### src/rtl/ets_pkg.sv
`default_nettype none

package ets_pkg;

    localparam int NUM_PORTS_DEF   = 4;
    localparam int QUEUE_DEPTH_DEF = 64;
    localparam int INIT_TOKENS_DEF = 100;

    localparam int NUM_RATES  = 4;
    localparam int RATE_W     = 16;
    localparam int TOK_W      = 20;
    localparam int PERIOD_W   = 16;
    localparam int THR_W      = 7;
    localparam int LEN_W      = 16;
    localparam int TAG_W      = 16;
    localparam int CFG_IDX_W  = 3;
    localparam int CFG_DATA_W = 20;
    localparam int MAX_SENDS  = 4;
    localparam int SEND_CNT_W = 3;

    localparam logic [TOK_W-1:0]    CAP_RST    = 20'd65535;
    localparam logic [PERIOD_W-1:0] PERIOD_RST = 16'd100;
    localparam logic [THR_W-1:0]    THR_RST    = 7'd50;

    localparam logic [CFG_IDX_W-1:0] CFG_RATE0  = 3'd0;
    localparam logic [CFG_IDX_W-1:0] CFG_RATE1  = 3'd1;
    localparam logic [CFG_IDX_W-1:0] CFG_RATE2  = 3'd2;
    localparam logic [CFG_IDX_W-1:0] CFG_RATE3  = 3'd3;
    localparam logic [CFG_IDX_W-1:0] CFG_CAP    = 3'd4;
    localparam logic [CFG_IDX_W-1:0] CFG_PERIOD = 3'd5;
    localparam logic [CFG_IDX_W-1:0] CFG_THR    = 3'd6;

    localparam logic REQ_ARRIVAL = 1'b0;
    localparam logic REQ_TICK    = 1'b1;

    typedef struct packed {
        logic              req_type;
        logic [1:0]        dest_port;
        logic [LEN_W-1:0]  pkt_len;
        logic [TAG_W-1:0]  pkt_tag;
    } in_item_t;

    typedef struct packed {
        logic              sent_valid;
        logic [1:0]        sent_port;
        logic [LEN_W-1:0]  sent_len;
        logic [TAG_W-1:0]  sent_tag;
        logic              dropped;
        logic              busy_res;
        logic              last;
    } out_item_t;

    typedef struct packed {
        logic [NUM_RATES-1:0][RATE_W-1:0] rate;
        logic [TOK_W-1:0]                 cap;
        logic [PERIOD_W-1:0]              period;
        logic [THR_W-1:0]                 thr;
    } cfg_t;

endpackage

`default_nettype wire

### src/rtl/ets_cfg.sv
`default_nettype none

module ets_cfg (
    input  wire                              aclk,
    input  wire                              aresetn,
    input  wire                              cfg_we,
    input  wire [ets_pkg::CFG_IDX_W-1:0]     cfg_idx,
    input  wire [ets_pkg::CFG_DATA_W-1:0]    cfg_wdata,
    output ets_pkg::cfg_t                    cfg
);
    import ets_pkg::*;

    cfg_t cfg_reg;

    always_ff @(posedge aclk) begin
        if (!aresetn) begin
            cfg_reg.rate   <= '0;
            cfg_reg.cap    <= CAP_RST;
            cfg_reg.period <= PERIOD_RST;
            cfg_reg.thr    <= THR_RST;
        end else if (cfg_we) begin
            unique case (cfg_idx)
                CFG_RATE0:  cfg_reg.rate[0] <= cfg_wdata[RATE_W-1:0];
                CFG_RATE1:  cfg_reg.rate[1] <= cfg_wdata[RATE_W-1:0];
                CFG_RATE2:  cfg_reg.rate[2] <= cfg_wdata[RATE_W-1:0];
                CFG_RATE3:  cfg_reg.rate[3] <= cfg_wdata[RATE_W-1:0];
                CFG_CAP:    cfg_reg.cap     <= cfg_wdata[TOK_W-1:0];
                CFG_PERIOD: cfg_reg.period  <= cfg_wdata[PERIOD_W-1:0];
                CFG_THR:    cfg_reg.thr     <= cfg_wdata[THR_W-1:0];
                default:    ;
            endcase
        end
    end

    assign cfg = cfg_reg;

endmodule

`default_nettype wire

### config.mk
export PLATFORM = sky130hd
export DESIGN_NAME = ets_cfg
export DESIGN_NICKNAME = d
export VERILOG_FILES = /design/src/rtl/ets_pkg.sv /design/src/rtl/ets_cfg.sv
export SDC_FILE = /design/constraint.sdc
export NUM_CORES = 1
export LEC_CHECK = 0
export ABC_AREA = 1
export BUFFER_PORTS_ARGS = -buffer_cell sky130_fd_sc_hd__clkbuf_2
export CORE_ASPECT_RATIO = 0.7
export CORE_MARGIN = 2
export CORE_UTILIZATION = 45
export CTS_CLUSTER_SIZE = 30
export DETAILED_ROUTE_END_ITERATION = 16
export PLACE_DENSITY = 0.72
export SLEW_MARGIN = 20
export SYNTH_ARGS = -nofsm -noshare
export SYNTH_HDL_FRONTEND = slang
export SYNTH_SLANG_ARGS = --single-unit
### constraint.sdc
create_clock -name aclk -period 1 [get_ports aclk]
set_input_delay 0.15 -clock aclk [delete_from_list [all_inputs] [get_ports aclk]]
set_output_delay 0.15 -clock aclk [all_outputs]
set_load 0.02 [all_outputs]
==> results.ini, run 1 <==
[synth]
yosys.cell_count.top_type=nor2_1
yosysTopAreaCell=dfxtp_1
yosys-top-cells-area=dfxtp_1 (50%), nor2_1 (15%), nand3_1 (12%)
ys_ff_latch=107
synth_enable_flop_cells=0
synth_nets=617
synthCells=591
yosysWarningCount=0
synth_common_cells=nor2_1 (175), nand2_1 (135), dfxtp_1 (107), nand3_1 (103), inv_1 (19)
yosysUniqueCellTypes=15
yosys.area.top_type_share=0.5012
seq_area_frac_synth=0.5012
async_flop_share=0
syn_area_per_cell_um2=7.232
netlist_area_um2=4274
synth_ff_type=dfxtp_1

[floorplanning]
die_y_um=85.54
die_w_um=120.5
io_pins=133
start_util=0.4674
dieArea_um2=10310
core_area_um2=9144
num_rows=29

[cts]
cts-root-buf=clkbuf_16
clockBufferDepth=2
cts_buffers=9
cts_sinks=107
cts_htree_levels=3
path_clk_slew_ps=70
clkLatencyLatePin_ps=350
cts_tree=yes
cts_hold_buf=0

[place]
portBuffers=132
place_ws_ps=-136.1
post-place-cells=826
place_congestion=0.8027
dp_hpwl_mm=8.753

[sta]
fin_crit_ps=992.9
fin_ws_ps=7.056
hold_viol=0
rsz0062_at_grt=yes
finalMaxSlewViolations=0
relSlewSlack=0.6533
setup_violations=0
fmax_mhz=1007
fin_skew_ps=0
tightest_slew_ps=518.2
fin_crit_sh=0.9929

[drt]
drtIter0Drc=353
via_per_inst=4.974
vias=4193
drt_pre_antenna_iters=5
wl_mm=13.07
ant_nets=0
drc=0
wire_per_inst_um=15.50

[layout]
syn2layout_area_growth_pct=48.89
fin_nets=742
nFillCells=751
drive_above_1_share=0.3741
largest_reg_flops=107
diodes=0
final_cell_count_no_fill=843

[setup_path]
path_cells=clkbuf_8
cp-start-kind=flop
crit_slowest_cell=dfxtp_2
crit_required_ps=850
crit_family=flip-flops
path_buf_inv=1
endpoint_kind=output pin
cpPeakStageDelay_ps=340
path_class=flop to output pin
crit_arrival_ps=840
critical_path.max_fanout=2

[power_and_ir_drop]
p_leak_nw=2.909
power_density_nw_per_um2=1478
vdd_drop_max_uv=876.8

[worst_hold_path]
hold_path_class=primary input to flop

[job]
max-cap-violations=0

[global_routing]
grt.total_usage=0.2555
grt_pass1_vias=4010
grt-ovfl-total=0
antenna_found_initial=0
grt_max_degree=59
grt_pass1_wl_mm=20.38

[outcome]
status=finished, final reports clean

repair_timing:
action | 4_1_cts | 5_1_grt
gates resized for setup | 253 | 74
setup endpoints to repair | 98 | 58
setup buffers | 0 | 3
endpoints found under the hold margin | 0 | 0
per-layer routing:
metal / GRT usage / part of all wire / vias to the layer above
li1: - / - / 2089
met1: 0.3100 / 0.41 / 1926
met2: 0.4391 / 0.48 / 169
met3: 0.09109 / 0.096 / 9
met4: 0.05708 / 0.0081 / 0
met5: 0 / 0 / -
metrics by stage:
| step | utilization | instance area, um2 | setup TNS [ps] | hold WS, ps | power [mW] |
|---|---|---|---|---|---|
| after global routing | 0.6960 | 6364 | -9.868 | 33.06 | 9.737 |
| after global placement | 0.5560 | 5084 | -6133 | 366.9 | 5.729 |
| final | 0.6960 | 6364 | 0 | 18.64 | 9.406 |
| after floorplan | - | 4274 | 0 | 263.2 | 5.326 |
| after CTS | 0.6839 | 6254 | -4.541 | 10.41 | 9.396 |
| after detailed placement | 0.5560 | 5084 | -8757 | 371.6 | 5.756 |
layout make-up:
cell class	count	area (um2)	share of cell area
multi-input cells	426	1803	0.2833
clock inverters	3	40.04	0.006292
inverters	22	82.58	0.01298
repair buffers	150	1779	0.2796
well taps	124	155.1	0.02438
clock buffers	11	242.7	0.03814
flip-flops and latches	107	2261	0.3553
final timing paths:
kind	from	endpoint	slack [ps]	depth (start not counted)
setup / recovery	cfg[6]	cfg[6]	7	1
hold / removal	cfg_wdata[13]	cfg[36]	20	3
setup reg to reg	cfg[66]	cfg[66]	290	3
hold reg to reg	cfg[12]	cfg[12]	460	2
layout by cell type, fill, tap and decap left out:
master     count
nor2_1       174
nand2_1      135
nand3_1      103
dfxtp_2       92
clkbuf_8      71
buf_4         25
clkbuf_2      24
inv_1         19
buf_8         19
dfxtp_1       14
buf_12        10
clkbuf_16      9
nor2_4         6
nand3b_1       4
inv_2          3
nand2_2        2
clkinv_2       2
buf_6          2
nand2_4        1
nor2_2         1
dfxtp_4        1
clkbuf_1       1
bufinv_16      1
report_power, final:
| part | internal (mW) | total, mW | switching (mW) |
|---|---|---|---|
| clock | 1.97 | 3.47 | 1.49 |
| combinational | 0.600 | 1.39 | 0.793 |
| sequential | 4.44 | 4.55 | 0.112 |
| total | 7.01 | 9.41 | 2.40 |
logic make-up (layout without fill, tap and decap cells):
logic type,Yosys count,after routing,share of synthesized area
buffers and inverters,58,186,0.07758
DFF,107,107,0.5012
and+or+nand+nor,426,426,0.4213
No activity file was read; power rests on OpenSTA's default activity.
==> run 2, diff against run 1 <==
--- a/config.mk
+++ b/config.mk
@@ -10,9 +10,10 @@
 export CORE_ASPECT_RATIO = 0.7
 export CORE_MARGIN = 2
 export CORE_UTILIZATION = 45
+export CTS_BUF_LIST = sky130_fd_sc_hd__clkbuf_4 sky130_fd_sc_hd__clkbuf_8
 export CTS_CLUSTER_SIZE = 30
 export DETAILED_ROUTE_END_ITERATION = 16
-export PLACE_DENSITY = 0.72
+export PLACE_DENSITY = 0.7
 export SLEW_MARGIN = 20
 export SYNTH_ARGS = -nofsm -noshare
 export SYNTH_HDL_FRONTEND = slang
==> constraint.sdc (replaced) <==
create_clock -name aclk -period 1.03 [get_ports aclk]
set_input_delay 0.1545 -clock aclk [delete_from_list [all_inputs] [get_ports aclk]]
set_output_delay 0.1545 -clock aclk [all_outputs]
set_load 0.02 [all_outputs]
==> run 2 against run 1 <==
Non-clock buffer count is 11 higher. Largest power group unchanged. Total power decreased by 6.9%. First-iteration DRC count grew 13%. Setup slack lost 6.9 ps. Sequential cell count unchanged.
==> results.ini, run 2 (synthesis gave the netlist of run 1 again) <==
[place]
place_area_um2=5106  ; was 5084 um2
dp_hpwl_mm=8.554  ; was 8.753 mm
place_ws_ps=-156.9  ; was -136.1 ps
place_congestion=0.7852  ; was 0.8027
portBuffers=132  ; unchanged
post-place-cells=829  ; was 826

[global_routing]
grt.total_usage=0.2630  ; was 0.2555
grt-ovfl-total=0  ; unchanged
grt_pass1_wl_mm=20.97  ; was 20.38 mm
antenna_found_initial=0  ; unchanged
grt_max_degree=65  ; was 59
grt_pass1_vias=4025  ; was 4010

[layout]
syn2layout_area_growth_pct=56.97  ; was 48.89%
fin_nets=753  ; was 742
layout_common_cells=nor2_1 (174), nand2_1 (135), dfxtp_2 (102)  ; was nor2_1 (174), nand2_1 (135), nand3_1 (103)
drive_above_1_share=0.4235  ; was 0.3741
final_common_cell=nor2_1  ; unchanged
finalInstanceArea_um2=6709  ; was 6364 um2
final_cell_count_no_fill=856  ; was 843
largest_reg_flops=107  ; unchanged
diodes=0  ; unchanged
nFillCells=700  ; was 751

[sta]
tightest_slew_ps=407.8  ; was 518.2 ps
fin_skew_ps=0  ; unchanged
fin_crit_ps=1030
relSlewSlack=0.7275  ; was 0.6533
hold_viol=0  ; unchanged
fin_crit_sh=0.9998
rsz0062_at_grt=yes  ; unchanged
finalMaxSlewViolations=0  ; unchanged
fin_ws_ps=0.2016  ; was 7.056 ps
fmax_mhz=971.1
setup_violations=0  ; unchanged

[floorplanning]
io_pins=133  ; unchanged
core_area_um2=9144  ; unchanged
die_y_um=85.54  ; unchanged
dieArea_um2=10310  ; unchanged
die_w_um=120.5  ; unchanged
num_rows=29  ; unchanged
start_util=0.4674  ; unchanged

[power_and_ir_drop]
power_density_nw_per_um2=1306  ; was 1478 nW/um2
p_leak_nw=2.975  ; was 2.909 nW
vdd_drop_max_uv=1019  ; was 876.8 uV

[setup_path]
crit_arrival_ps=1330  ; was 840 ps
critical_path.max_fanout=5  ; was 2
cp-start-kind=primary input  ; was flop
crit_required_ps=1330  ; was 850 ps
path_class=primary input to flop  ; was flop to output pin
endpoint_kind=flop  ; was output pin

[cts]
cts_tree=yes  ; unchanged
cts_htree_levels=3  ; unchanged
clockBufferDepth=2  ; unchanged
cts_buffers=9  ; unchanged
cts-root-buf=clkbuf_8  ; was clkbuf_16
path_clk_slew_ps=90  ; was 70 ps
clkLatencyLatePin_ps=370  ; was 350 ps
cts_sinks=107  ; unchanged

[outcome]
status=finished, final reports clean  ; unchanged

[drt]
met3_length_mm=1.118  ; was 1.250 mm
wire_per_inst_um=15.89  ; was 15.50 um
vias=4328  ; was 4193
via_per_inst=5.056  ; was 4.974
ant_nets=0  ; unchanged
wl_mm=13.61  ; was 13.07 mm
drc=0  ; unchanged
drtIter0Drc=400  ; was 353
drt-met1-wl_mm=5.665  ; was 5.391 mm
top_layer=met4  ; unchanged
drt_pre_antenna_iters=5  ; unchanged
met2_length_mm=6.677  ; was 6.320 mm

[worst_hold_path]
hold_path_class=primary input to flop  ; unchanged

[job]
max-cap-violations=0  ; unchanged

[run 2: cell count changes in the layout (fill, tap and decap cells not counted), sizes merged]
cell | before | now
clkbuf | 105 | 46
clkinvlp | 0 | 8
dlygate4sd3 | 0 | 5
clkinv | 2 | 0
inv | 22 | 16
bufinv | 1 | 2
dlymetal6s4s | 0 | 3
buf | 56 | 119
[run 2: final cells by class]
type / count / area (um2) / area share
sequential: 107 / 2288 / 0.3411
inverter: 22 / 105.1 / 0.01567
timing repair buffer: 161 / 2066 / 0.3079
clock buffer: 12 / 146.4 / 0.02182
tap: 124 / 155.1 / 0.02313
multi-input combinational: 426 / 1873 / 0.2792
clock inverter: 4 / 75.07 / 0.01119
[run 2: path summary, 6_finish.rpt]
check                           depth (start not counted)      end    startpoint  slack (ps)
worst max-delay path                                    6  cfg[50]  cfg_wdata[7]         0.2
worst min-delay path                                    3  cfg[26]  cfg_wdata[3]           9
worst max register to register                          3  cfg[68]       cfg[68]         300
worst min register to register                          2  cfg[29]       cfg[29]         480
[run 2: routing by layer]
metal	track usage	vias up
met5	0	-
met4	0.06554	0
met3	0.07048	14
met2	0.4386	164
met1	0.3420	2035
li1	-	2115
[run 2: metrics by stage]
stage / power [mW] / hold WS, ps / utilization / setup TNS, ps
global placement: 5.567 / 372.1 / 0.5584 / -4068
detailed placement: 5.589 / 378.9 / 0.5584 / -6834
global route: 9.089 / 19.28 / 0.7337 / -241.9
CTS: 8.629 / 1.172 / 0.7047 / -140.9
finish: 8.759 / 8.688 / 0.7337 / 0
floorplan: 5.171 / 267.7 / - / 0
[run 2: worst max-delay path, stage by stage]
cell           delay (ps)
dlygate4sd3_1         540
clkbuf_2              150
clkinvlp_4            200
nand3_1               140
nand2_1                50
nor2_1                 90
[run 2: timing repair]
| item | in CTS | in global routing |
|---|---|---|
| pin swaps | 0 | 7 |
| endpoints found under the hold margin | 8 | 0 |
| hold buffers | 8 | 0 |
| buffers inserted | 0 | 7 |
| gates resized for setup | 311 | 127 |
| cloned | 0 | 0 |
| setup endpoints to repair | 107 | 124 |
[run 2: where the power goes]
| group | total, mW | internal [mW] | leakage [nW] | switching [mW] |
|---|---|---|---|---|
| Clock | 2.86 | 1.45 | 0.107 | 1.40 |
| Sequential | 4.43 | 4.30 | 0.902 | 0.134 |
| Combinational | 1.47 | 0.665 | 1.97 | 0.804 |
==> run 3, diff against run 2 <==
--- a/config.mk
+++ b/config.mk
@@ -5,15 +5,14 @@
 export SDC_FILE = /design/constraint.sdc
 export NUM_CORES = 1
 export LEC_CHECK = 0
-export ABC_AREA = 1
 export BUFFER_PORTS_ARGS = -buffer_cell sky130_fd_sc_hd__clkbuf_2
 export CORE_ASPECT_RATIO = 0.7
 export CORE_MARGIN = 2
-export CORE_UTILIZATION = 45
+export CORE_UTILIZATION = 35
 export CTS_BUF_LIST = sky130_fd_sc_hd__clkbuf_4 sky130_fd_sc_hd__clkbuf_8
 export CTS_CLUSTER_SIZE = 30
 export DETAILED_ROUTE_END_ITERATION = 16
-export PLACE_DENSITY = 0.7
+export PLACE_DENSITY = 0.57
 export SLEW_MARGIN = 20
 export SYNTH_ARGS = -nofsm -noshare
 export SYNTH_HDL_FRONTEND = slang
==> run 3 against run 2 <==
Synthesized cell count fell by 34%. Total power fell by 11%. Highest routed layer unchanged. Synthesized area fell by 4.7%. Largest cell class unchanged. Sequential cell count did not move. Global-route usage fell by 8.4 points. Die area rose by 22%.
==> results.ini, run 3 <==
[outcome]
status=finished, final reports clean  ; unchanged

[setup_path]
crit_required_ps=880  ; was 1330 ps
cpPeakStageDelay_ps=370  ; was 540 ps
r2r_cells=4  ; was 3
crit_family=flip-flops  ; was buffers and inverters
crit_slowest_cell=dfxtp_4  ; was dlygate4sd3_1
path_cells=buf_8  ; was dlygate4sd3_1, clkbuf_2, clkinvlp_4, nand3_1, nand2_1, nor2_1
crit_path_end=cfg[45]  ; was cfg[50]
crit_start=cfg[45]  ; was cfg_wdata[7]
rrSetupSlack_ps=230  ; was 300 ps
worstReg2RegEnd=cfg[67]  ; was cfg[68]
endpoint_kind=output pin  ; was flop
r2r-start=cfg[67]  ; was cfg[68]
crit_arrival_ps=860  ; was 1330 ps
critical_path.max_fanout=2  ; was 5
cp-start-kind=flop  ; was primary input
path_buf_inv=1  ; was 3
worst-path-stages=1  ; was 6
path_class=flop to output pin  ; was primary input to flop

[sta]
setup_violations=0  ; unchanged
tightest_slew_ps=325.3  ; was 407.8 ps
fmax_mhz=988.6  ; was 971.1 MHz
relSlewSlack=0.7832  ; was 0.7275
fin_crit_ps=1012  ; was 1030 ps
fin_crit_sh=0.9821  ; was 0.9998
rsz0062_at_grt=yes  ; unchanged
fin_tns_setup_ps=0  ; unchanged
hold_viol=0  ; unchanged
fin_skew_ps=0  ; unchanged
finalMaxSlewViolations=0  ; unchanged

[synth]
yosysUniqueCellTypes=13  ; was 15
synthCells=393  ; was 591
synth_common_cells=dfxtp_1 (107), mux2i_1 (107), nand2_1 (105), nor2b_1 (38), buf_2 (15)  ; was nor2_1 (175), nand2_1 (135), dfxtp_1 (107), nand3_1 (103), inv_1 (19)
netlist_area_um2=4073  ; was 4274 um2
synth_ff_type=dfxtp_1  ; unchanged
synth_enable_flop_cells=0  ; unchanged
yosysTopAreaCell=dfxtp_1  ; unchanged
yosysWarningCount=0  ; unchanged
ys_ff_latch=107  ; unchanged
yosys-top-cells-area=dfxtp_1 (53%), mux2i_1 (26%), nand2_1 (9.7%)  ; was dfxtp_1 (50%), nor2_1 (15%), nand3_1 (12%)
yosys.area.top_type_share=0.5260  ; was 0.5012
syn_area_per_cell_um2=10.36  ; was 7.232 um2
async_flop_share=0  ; unchanged
seq_area_frac_synth=0.5260  ; was 0.5012
synth_nets=419  ; was 617

[floorplanning]
start_util=0.3646  ; was 0.4674
io_pins=133  ; unchanged
die_y_um=94.25  ; was 85.54 um
core_area_um2=11170  ; was 9144 um2
dieArea_um2=12530  ; was 10310 um2
die_w_um=132.9  ; was 120.5 um
num_rows=32  ; was 29

[global_routing]
grt_pass1_wl_mm=17.36  ; was 20.97 mm
antenna_found_initial=0  ; unchanged
grt.total_usage=0.1789  ; was 0.2630
grt-ovfl-total=0  ; unchanged
grt_pass1_vias=3303  ; was 4025
grt_max_degree=42  ; was 65

[place]
dp_hpwl_mm=7.365  ; was 8.554 mm
portBuffers=132  ; unchanged
post-place-cells=666  ; was 829
place_congestion=0.8446  ; was 0.7852

[drt]
drtIter0Drc=69  ; was 400
wire_per_inst_um=15.27  ; was 15.89 um
wl_mm=10.82  ; was 13.61 mm
via_per_inst=4.560  ; was 5.056
drc=0  ; unchanged
ant_nets=0  ; unchanged
vias=3233  ; was 4328
drt_pre_antenna_iters=4  ; was 5

[layout]
largest_reg_flops=107  ; unchanged
fin_nets=577  ; was 753
final_util=0.5942  ; was 0.7337
final_cell_count_no_fill=709  ; was 856
syn2layout_area_growth_pct=62.98  ; was 56.97%
diodes=0  ; unchanged
layout_common_cells=mux2i_1 (107), buf_8 (107), dfxtp_2 (106)  ; was nor2_1 (174), nand2_1 (135), dfxtp_2 (102)
drive_above_1_share=0.5342  ; was 0.4235

[cts]
clockBufferDepth=2  ; unchanged
path_clk_slew_ps=100  ; was 90 ps
cts-root-buf=clkbuf_8  ; unchanged
cts_sinks=107  ; unchanged
cts_htree_levels=3  ; unchanged
cts_buffers=9  ; unchanged
clkLatencyLatePin_ps=370  ; about the same
cts_tree=yes  ; unchanged

[power_and_ir_drop]
p_leak_nw=3.084  ; was 2.975 nW
power_density_nw_per_um2=1175  ; was 1306 nW/um2
p_total_mw=7.802  ; was 8.759 mW
vdd_drop_max_uv=695.8  ; was 1019 uV

[job]
max-cap-violations=0  ; unchanged

[worst_hold_path]
hold_path_class=primary input to flop  ; unchanged

-- run 3: cell types whose count changed in the layout (fill, tap and decap cells not counted), moves of 20 or more --
cell     delta
nor2_1    -174
mux2i_1   +107
nand3_1    -89
nor2b_1    +38
nand2_1    -30
buf_8      +20
-- run 3: per-layer routing --
layer | global-route usage | vias to the layer above | wire (um)
met4 | 0.05645 | 0 | 129
met2 | 0.3031 | 93 | 5244
met3 | 0.06472 | 12 | 750
li1 | - | 1599 | -
met5 | 0 | - | 0
met1 | 0.2130 | 1529 | 4699
-- run 3: final cells by class --
| cell class | count | area, um2 |
|---|---|---|
| Timing Repair Buffer | 176 | 2187 |
| Multi-Input combinational cell | 257 | 1783 |
| Tap cell | 153 | 191.4 |
| Sequential cell | 107 | 2278 |
| Clock inverter | 3 | 18.77 |
| Fill cell | 918 | 4533 |
| Clock buffer | 13 | 178.9 |
-- run 3: per-stage QoR --
step | setup slack (ps) | area, um2 | hold WS, ps
floorplan | -158.7 | 4086 | 296.7
global placement | -228.2 | 5020 | 384.1
detailed placement | -252.7 | 5020 | 401.9
CTS | -25.84 | 6381 | 37.47
global route | -32.76 | 6638 | 52.21
finish | 18.48 | 6638 | 62.28
-- run 3: worst min path at each step --
stage | start | endpoint | slack, ps | cells after the start
final | cfg_wdata[11] | cfg[34] | 60 | 3
after global routing | cfg_wdata[11] | cfg[34] | 50 | 3
after CTS | cfg_wdata[11] | cfg[34] | 40 | 3
after detailed placement | cfg_wdata[17] | cfg[40] | 400 | 3
after global placement | cfg_wdata[16] | cfg[39] | 380 | 3
after floorplan | cfg_wdata[16] | cfg[39] | 300 | 2
-- run 3: logic make-up (layout without fill, tap and decap cells) --
group                  count (synthesis)  after routing  synth area share
buffers and inverters                 29            192           0.03717
AND/OR/NAND/NOR                      150            150            0.1739
multiplexers                         107            107            0.2630
flip-flops                           107            107            0.5260
-- run 3: report_power, final --
part / switching (mW) / total [mW] / internal (mW)
clock: 1.39 / 2.54 / 1.15
combinational: 0.446 / 0.937 / 0.491
sequential: 0.0853 / 4.33 / 4.24
total: 1.92 / 7.80 / 5.88
-- run 3: what timing repair did --
| item | in CTS | in global routing |
|---|---|---|
| hold buffers | 4 | 0 |
| gates resized for setup | 319 | 108 |
| setup buffers | 7 | 16 |
| endpoints found under the hold margin | 4 | 0 |
| endpoints found under the setup margin | 107 | 107 |
-- run 3: worst register-to-register path: stages (launching register included) --
cell	delay, ps
dfxtp_2	340
buf_4	130
buf_4	120
nand2_1	50
mux2i_1	60
